**src/rtl/core/pru_pkg.sv**
```systemverilog
`timescale 1ns / 1ps
// ----------------------------------------------------------------------------
// pru_pkg
// Shared types, constants and helpers of the pixel replicate upscaler.
// ----------------------------------------------------------------------------
package pru_pkg;

  localparam int unsigned MAX_WIDTH  = 4096;
  localparam int unsigned MAX_SCALE  = 100;

  localparam int unsigned PIX_W      = 24;
  localparam int unsigned SCALE_W    = 7;
  localparam int unsigned ROW_W      = 13;
  localparam int unsigned CFG_DATA_W = 13;
  localparam int unsigned CFG_IDX_W  = 2;

  localparam logic [CFG_IDX_W-1:0] CFG_SCALE     = 2'd0;
  localparam logic [CFG_IDX_W-1:0] CFG_ROW_WIDTH = 2'd1;

  localparam logic FUNC_PUSH = 1'b0;
  localparam logic FUNC_PULL = 1'b1;

  typedef enum logic [1:0] {
    ST_PIXEL  = 2'd0,
    ST_ACCEPT = 2'd1,
    ST_REJECT = 2'd2
  } status_e;

  typedef struct packed {
    logic       func;
    logic [7:0] in_blue;
    logic [7:0] in_green;
    logic [7:0] in_red;
  } in_beat_t;

  typedef struct packed {
    status_e    status;
    logic [7:0] out_blue;
    logic [7:0] out_green;
    logic [7:0] out_red;
    logic       row_end;
    logic [1:0] pad_bytes;
    logic       group_end;
  } out_beat_t;

  // result descriptor from the sequencer, pixel comes from the line store
  typedef struct packed {
    status_e    status;
    logic       row_end;
    logic [1:0] pad_bytes;
    logic       group_end;
  } rsp_t;

  // (width * scale) mod 4 from the low bits of both factors
  function automatic logic [1:0] pad_count(logic [1:0] w_lo, logic [1:0] s_lo);
    logic [3:0] prod;
    prod = {2'b00, w_lo} * {2'b00, s_lo};
    return prod[1:0];
  endfunction

endpackage

```
**src/rtl/core/pru_ctrl.sv**
```systemverilog
`timescale 1ns / 1ps
// ----------------------------------------------------------------------------
// pru_ctrl
// Configuration registers, fill and replay counters, line store access.
// ----------------------------------------------------------------------------
module pru_ctrl #(
  parameter int unsigned MaxWidth = pru_pkg::MAX_WIDTH,
  parameter int unsigned MaxScale = pru_pkg::MAX_SCALE,
  localparam int unsigned AddrW = (MaxWidth > 1) ? $clog2(MaxWidth) : 1
) (
  input  logic                             clk_i,
  input  logic                             rst_ni,
  input  logic                             cfg_we_i,
  input  logic [pru_pkg::CFG_IDX_W-1:0]    cfg_idx_i,
  input  logic [pru_pkg::CFG_DATA_W-1:0]   cfg_data_i,
  input  logic                             accept_i,
  input  pru_pkg::in_beat_t                beat_i,
  output logic                             ram_we_o,
  output logic [AddrW-1:0]                 ram_waddr_o,
  output logic [pru_pkg::PIX_W-1:0]        ram_wdata_o,
  output logic                             ram_re_o,
  output logic [AddrW-1:0]                 ram_raddr_o,
  output pru_pkg::rsp_t                    rsp_o
);

  localparam int unsigned CntW = $clog2(MaxWidth + 1);
  localparam int unsigned RepW = $clog2(MaxScale + 1);

  logic [pru_pkg::SCALE_W-1:0] scale_q, scale_d;
  logic [pru_pkg::ROW_W-1:0]   row_width_q, row_width_d;
  logic [CntW-1:0]             fill_q, fill_d;
  logic [AddrW-1:0]            col_q, col_d;
  logic [RepW-1:0]             hrep_q, hrep_d;
  logic [RepW-1:0]             vrep_q, vrep_d;
  logic                        replay_q, replay_d;

  logic [CntW-1:0] w_eff;
  logic [RepW-1:0] s_eff;
  logic [CntW-1:0] fill_inc;
  logic [CntW-1:0] col_inc;
  logic [RepW-1:0] hrep_inc;
  logic [RepW-1:0] vrep_inc;
  logic            row_last;
  logic            rep_last;
  logic            vrep_last;

  // clamp registers into the supported range
  always_comb begin
    if (row_width_q == '0) begin
      w_eff = CntW'(1);
    end else if (32'(row_width_q) > 32'(MaxWidth)) begin
      w_eff = CntW'(MaxWidth);
    end else begin
      w_eff = CntW'(row_width_q);
    end
    if (scale_q == '0) begin
      s_eff = RepW'(1);
    end else if (32'(scale_q) > 32'(MaxScale)) begin
      s_eff = RepW'(MaxScale);
    end else begin
      s_eff = RepW'(scale_q);
    end
  end

  assign fill_inc  = fill_q + CntW'(1);
  assign col_inc   = CntW'(col_q) + CntW'(1);
  assign hrep_inc  = hrep_q + RepW'(1);
  assign vrep_inc  = vrep_q + RepW'(1);
  assign row_last  = (col_inc >= w_eff);
  assign rep_last  = (hrep_inc >= s_eff);
  assign vrep_last = (vrep_inc >= s_eff);

  always_comb begin
    scale_d     = scale_q;
    row_width_d = row_width_q;
    fill_d      = fill_q;
    col_d       = col_q;
    hrep_d      = hrep_q;
    vrep_d      = vrep_q;
    replay_d    = replay_q;

    ram_we_o    = 1'b0;
    ram_waddr_o = fill_q[AddrW-1:0];
    ram_wdata_o = {beat_i.in_red, beat_i.in_green, beat_i.in_blue};
    ram_re_o    = 1'b0;
    ram_raddr_o = col_q;

    rsp_o           = '0;
    rsp_o.status    = pru_pkg::ST_REJECT;

    if (cfg_we_i) begin
      if (cfg_idx_i == pru_pkg::CFG_SCALE || cfg_idx_i == pru_pkg::CFG_ROW_WIDTH) begin
        if (cfg_idx_i == pru_pkg::CFG_SCALE) begin
          scale_d = cfg_data_i[pru_pkg::SCALE_W-1:0];
        end else begin
          row_width_d = cfg_data_i[pru_pkg::ROW_W-1:0];
        end
        fill_d   = '0;
        col_d    = '0;
        hrep_d   = '0;
        vrep_d   = '0;
        replay_d = 1'b0;
      end
    end else if (accept_i) begin
      if (beat_i.func == pru_pkg::FUNC_PUSH) begin
        if (!replay_q) begin
          ram_we_o     = 1'b1;
          rsp_o.status = pru_pkg::ST_ACCEPT;
          if (fill_inc >= w_eff) begin
            fill_d   = '0;
            col_d    = '0;
            hrep_d   = '0;
            vrep_d   = '0;
            replay_d = 1'b1;
          end else begin
            fill_d = fill_inc;
          end
        end
      end else if (replay_q) begin
        ram_re_o     = 1'b1;
        rsp_o.status = pru_pkg::ST_PIXEL;
        if (row_last && rep_last) begin
          rsp_o.row_end   = 1'b1;
          rsp_o.pad_bytes = pru_pkg::pad_count(2'(w_eff), 2'(s_eff));
          rsp_o.group_end = vrep_last;
        end
        if (rep_last) begin
          hrep_d = '0;
          if (row_last) begin
            col_d = '0;
            if (vrep_last) begin
              vrep_d   = '0;
              replay_d = 1'b0;
            end else begin
              vrep_d = vrep_inc;
            end
          end else begin
            col_d = col_q + AddrW'(1);
          end
        end else begin
          hrep_d = hrep_inc;
        end
      end
    end
  end

  always_ff @(posedge clk_i or negedge rst_ni) begin
    if (!rst_ni) begin
      scale_q     <= pru_pkg::SCALE_W'(1);
      row_width_q <= pru_pkg::ROW_W'(1);
      fill_q      <= '0;
      col_q       <= '0;
      hrep_q      <= '0;
      vrep_q      <= '0;
      replay_q    <= 1'b0;
    end else begin
      scale_q     <= scale_d;
      row_width_q <= row_width_d;
      fill_q      <= fill_d;
      col_q       <= col_d;
      hrep_q      <= hrep_d;
      vrep_q      <= vrep_d;
      replay_q    <= replay_d;
    end
  end

  a_replay_fill_clear: assert property (@(posedge clk_i) disable iff (!rst_ni)
    replay_q |-> fill_q == '0)
    else $error("fill count not cleared during replay");

  a_replay_in_range: assert property (@(posedge clk_i) disable iff (!rst_ni)
    replay_q |-> (hrep_q < s_eff) && (vrep_q < s_eff) && (CntW'(col_q) < w_eff))
    else $error("replay counters out of range");

  a_no_store_rw: assert property (@(posedge clk_i) disable iff (!rst_ni)
    ram_we_o |=> !replay_q || (fill_q == '0))
    else $error("line store written outside fill");

endmodule

```
**config.mk**
```make
export PLATFORM = sky130hd
export DESIGN_NAME = pru_ctrl
export DESIGN_NICKNAME = d
export VERILOG_FILES = /design/src/rtl/core/pru_pkg.sv /design/src/rtl/core/pru_ctrl.sv
export SDC_FILE = /design/constraint.sdc
export NUM_CORES = 1
export LEC_CHECK = 0
export BUFFER_PORTS_ARGS = -buffer_cell sky130_fd_sc_hd__buf_4
export CORE_ASPECT_RATIO = 1.1
export CORE_MARGIN = 3
export CORE_UTILIZATION = 43
export CTS_BUF_LIST = sky130_fd_sc_hd__clkbuf_4
export CTS_CLUSTER_DIAMETER = 60
export CTS_CLUSTER_SIZE = 20
export DETAILED_ROUTE_END_ITERATION = 10
export GPL_ROUTABILITY_DRIVEN = 0
export PLACE_DENSITY = 0.65
export SYNTH_ARGS = -nofsm -noshare
export SYNTH_HDL_FRONTEND = slang
export SYNTH_SLANG_ARGS = --single-unit
```
**constraint.sdc**
```tcl
create_clock -name clk_i -period 4.5 [get_ports clk_i]
set_clock_uncertainty 0.1 [all_clocks]
set_input_delay 0 -clock clk_i [delete_from_list [all_inputs] [get_ports clk_i]]
set_output_delay 0 -clock clk_i [all_outputs]
set_load 0.1 [all_outputs]
```
## Word-level counts from Yosys, hierarchy flattened

Index checks and enable logic that the tools add are counted.

- Output and inout port bits: 56
- Bits in registers: 60
- Word-level logic and storage cells: 101
- Input bits: 44

- Bitwise logic cells: 1
- Multiplexer cells: 59
- Reductions and logical operators: 14
- Order comparisons: 6
- Multipliers: 1
- Eq/ne operators: 8
- Add/sub/neg operators: 5

Operators with widths:

| cell | count |
|---|---|
| 2-to-1 mux 7 bit | 17 |
| 2-to-1 mux 12 bit | 9 |
| 2-to-1 mux 13 bit | 8 |
| >= comparator 13 bit | 2 |
| 2-to-1 mux 1 bit | 18 |
| 2-to-1 mux 6 bit | 3 |
| adder 7 x 1 -> 7 bit (second input constant) | 2 |
| >= comparator 7 bit | 2 |
| adder 12 x 1 -> 13 bit (second input constant) | 1 |
| adder 13 x 1 -> 13 bit (second input constant) | 1 |
| > comparator 13 bit (second input constant) | 1 |
| zero test 13 bit | 1 |
| adder 12 x 1 -> 12 bit (second input constant) | 1 |
| != test 3 x 2 -> 1 bit (second input constant) | 3 |
| 2-to-1 mux 4 bit | 2 |
| > comparator 7 bit (second input constant) | 1 |
| zero test 7 bit | 1 |
| AND reduction 7 bit | 1 |
| AND reduction 3 bit | 2 |
| AND reduction 6 bit | 1 |
| AND reduction 5 bit | 1 |
| 2-to-1 mux 2 bit | 2 |
| != test 2 bit (second input constant) | 2 |
| AND reduction 4 bit | 1 |
| other kinds (11) | 11 |

## Depth between registers and ports, before layout

- Depth in word-level cells: 11
- Mapped depth: 15
- Gate-level depth less buffers: 14

## Worst setup path after synthesis

No wires, ideal clock.

- Kind: register -> output
- Start point: reg col_q[0], in the netlist ram_raddr_o[0]
- End point: out rsp_o[2] in the netlist's numbering
- Stages on the path, launching flop included: 14
- Buffers on the path: 1
- Setup slack: -3.336 ns
- Arrival: 7.736 ns
- Data required time: 4.400 ns
- Cell sequence: dfrtp_1 > and3_1 > nand3_1 > or2_2 > clkbuf_1 > nor2_1 > xnor2_1 > inv_1 > ha_1 > nand4_1 > nor3_2 > a21oi_1 > nor3_1 > a21boi_0

RTL lines:

| item | line | text |
|---|---|---|
| start: declaration | pru_ctrl.sv:32 | `logic [AddrW-1:0] col_q, col_d;` |
| start signal: assignment | pru_ctrl.sv:160 | `col_q <= col_d;` |
| end: declaration | pru_ctrl.sv:23 | `output pru_pkg::rsp_t rsp_o` |

==> flow_summary.yaml <==
outcome:
  status: "complete, no violations"
sta:
  setup_viol: 0
  rsz0062_at_grt: "true"
  slew_headroom: 0.338
  worstMarginPinSlew_ps: 989
  min_period_over_period: 0.927
  setup_ws_ps: 327
  hold_viol: 0
  drv_slew: 0
  min_period_ps: 4170
  fmax_mhz: 240
worst_setup_path:
  crit_path_end_kind: "output pin"
  path_max_fanout: 6
  start_kind: "flip-flop"
  crit_arrival_ps: 4070
  worstSetupPathType: "reg -> out"
  critical_path_required_ps: 4400
  ff2ff_setup_slack_ps: 410
  r2r_cells: 15
grt:
  grt_max_degree: 61
  grt_pass1_wl_um: 18900
  grt_pass1_vias: 3854
  grt_usage: 0.196
  antenna_found_initial: 0
  grt-ovfl-total: 0
yosys:
  ys_ff_latch: 60
  synth-edff-count: 0
  async_flop_share: 1.00
  synth_cell_types: 60
  yosysSeqAreaShare: 0.324
  synth_warnings: 0
  ys.flop_type: "dfrtp_1"
  syn_area_per_cell_um2: 9.27
  syn-cell-area_um2: 4650
  synth_top_area_share: 0.312
  synthesis.nets: 591
  synthTopCellsByArea: "dfrtp_1 (31%), ha_1 (12%), buf_4 (6.1%)"
  synth_largest_area_cell: "dfrtp_1"
  syn_inst: 501
floorplanning:
  coreArea_um2: 10400
  dieArea_um2: 12100
  die_w_um: 105
  die_h_um: 115
  initial_utilization: 0.445
  rows: 39
  ios: 100
cells_and_area:
  fill_cells: 994
  final_area_um2: 5550
  final_common_cell: "buf_4"
  layout-drive-gt1-share: 0.206
  register_area_um2: 1520
  area_growth_pct: 19.5
  num_antenna_cells: 0
  final_cell_mix: "buf_4 (59), dfrtp_1 (51), dlygate4sd3_1 (47), nand2_1 (46), ha_1 (46)"
  fin_nets: 654
  multi_input_area_um2: 2760
worst_hold_path:
  holdPathStages: 4
  hold_path.class: "in -> reg"
power:
  power.density_nw_per_um2: 313
  ir_worst_vdd_v: 0.000190
  power_mw: 1.74
  cellLeakagePower_nw: 2.56
cts:
  cts_sinks: 60
  root_buffer: "clkbuf_4"
  cts_setup_buffers: 0
  clk_path_buf_depth: 2
  cts_tree: "yes"
  ctsResizeCount: 0
  path_clk_slew_ps: 120
  cts_made_buffers: 9
  insertion_delay_ps: 430
  h-tree-depth: 3
run:
  max_cap_violations: 0
routing:
  drt-total-wl_um: 11300
  drt_iter0_markers: 155
  wl_per_cell_um: 15.8
  dr.pass1.iters: 4
  dr_total_vias: 3867
  drtAntennaViolNets: 0
  vias_per_cell: 5.43
  post-route-drc-count: 0
place:
  place_ws_ps: 619
  io_buffers: 51
  dp_hpwl_um: 8100
  placed_cell_area_um2: 4960
[registers in the layout, summed over array words and instances, names as in the netlist]
name         cells
fill_q          13
row_width_q     13
ram_raddr_o     12
hrep_q           7
scale_q          7
vrep_q           7
replay_q         1
[what timing repair did]
| item | in CTS | in global routing |
|---|---|---|
| hold buffers | 47 | 0 |
| endpoints found under the hold margin | 105 | 0 |
| endpoints found under the setup margin | 0 | 1 |
[routing by layer]
layer / wire length, um / share of wire / vias up / track usage
li1: - / - / 1912 / -
met1: 5290 / 0.47 / 1829 / 0.253
met2: 5280 / 0.47 / 102 / 0.321
met3: 402 / 0.036 / 24 / 0.0314
met4: 304 / 0.027 / 0 / 0.0954
met5: 0 / 0 / - / 0
[stage by stage]
| stage | setup TNS (ps) | utilization | instances | hold WS (ps) |
|---|---|---|---|---|
| final | 0 | 0.532 | 712 | 55.3 |
| after global routing | -3.03 | 0.532 | 712 | 80.9 |
| after CTS | 0 | 0.532 | 712 | 19.0 |
| after detailed placement | 0 | 0.475 | 649 | -99.3 |
| after global placement | 0 | 0.475 | 649 | -99.3 |
| after floorplan | 0 | - | 501 | -396 |
[area by class of cell]
cell class	count	share of cell area
repair buffers	106	0.164
multi-input cells	372	0.498
clock buffers	9	0.0122
flip-flops and latches	60	0.274
inverters	15	0.0101
well taps	143	0.0322
clock inverters	7	0.00946
[final timing paths]
check                                     from              to
worst max-delay path            ram_raddr_o[0]        rsp_o[1]
worst min-delay path                  cfg_we_i       vrep_q[2]
worst max register to register  ram_raddr_o[0]        replay_q
worst min register to register       hrep_q[6]       hrep_q[6]
max in group asynchronous               rst_ni  ram_raddr_o[1]
min in group asynchronous               rst_ni       hrep_q[2]
[cells by family after synthesis]
| group | after synthesis | share of synthesized area |
|---|---|---|
| adder cells (fa/ha/maj) | 46 | 0.124 |
| multiplexers | 24 | 0.0574 |
| flip-flops | 60 | 0.324 |
| AND/OR/NAND/NOR | 169 | 0.189 |
| AO/OA/AOI/OAI | 101 | 0.156 |
| buffers and inverters | 69 | 0.0897 |
| XOR/XNOR | 32 | 0.0603 |
[critical path: stages (launching register included)]
cell	delay (ps)
dfrtp_4	490
ha_1	240
nand3_1	160
nor2_1	290
nand2_1	120
nor2_1	140
xnor2_1	160
inv_1	70
ha_1	310
nand4_1	170
nor3_1	80
or4_4	520
a21oi_1	190
buf_4	200
nor3_4	60
and3_2	200
buf_4	230
[power breakdown]
part | internal [mW] | total (mW) | switching, mW
Combinational | 0.238 | 0.718 | 0.480
Sequential | 0.601 | 0.672 | 0.0702
Clock | 0.116 | 0.348 | 0.232
[Yosys cell counts, types with 13 or more instances]
library cell,count
and3_1,13
xor2_1,14
nand2_1,46
a21oi_1,16
nor2_1,27
dfrtp_1,58
inv_1,15
nand3_1,27
ha_1,46
mux2_2,18
o21ai_0,25
buf_4,38
xnor2_1,18
No activity file was read; power rests on OpenSTA's default activity.
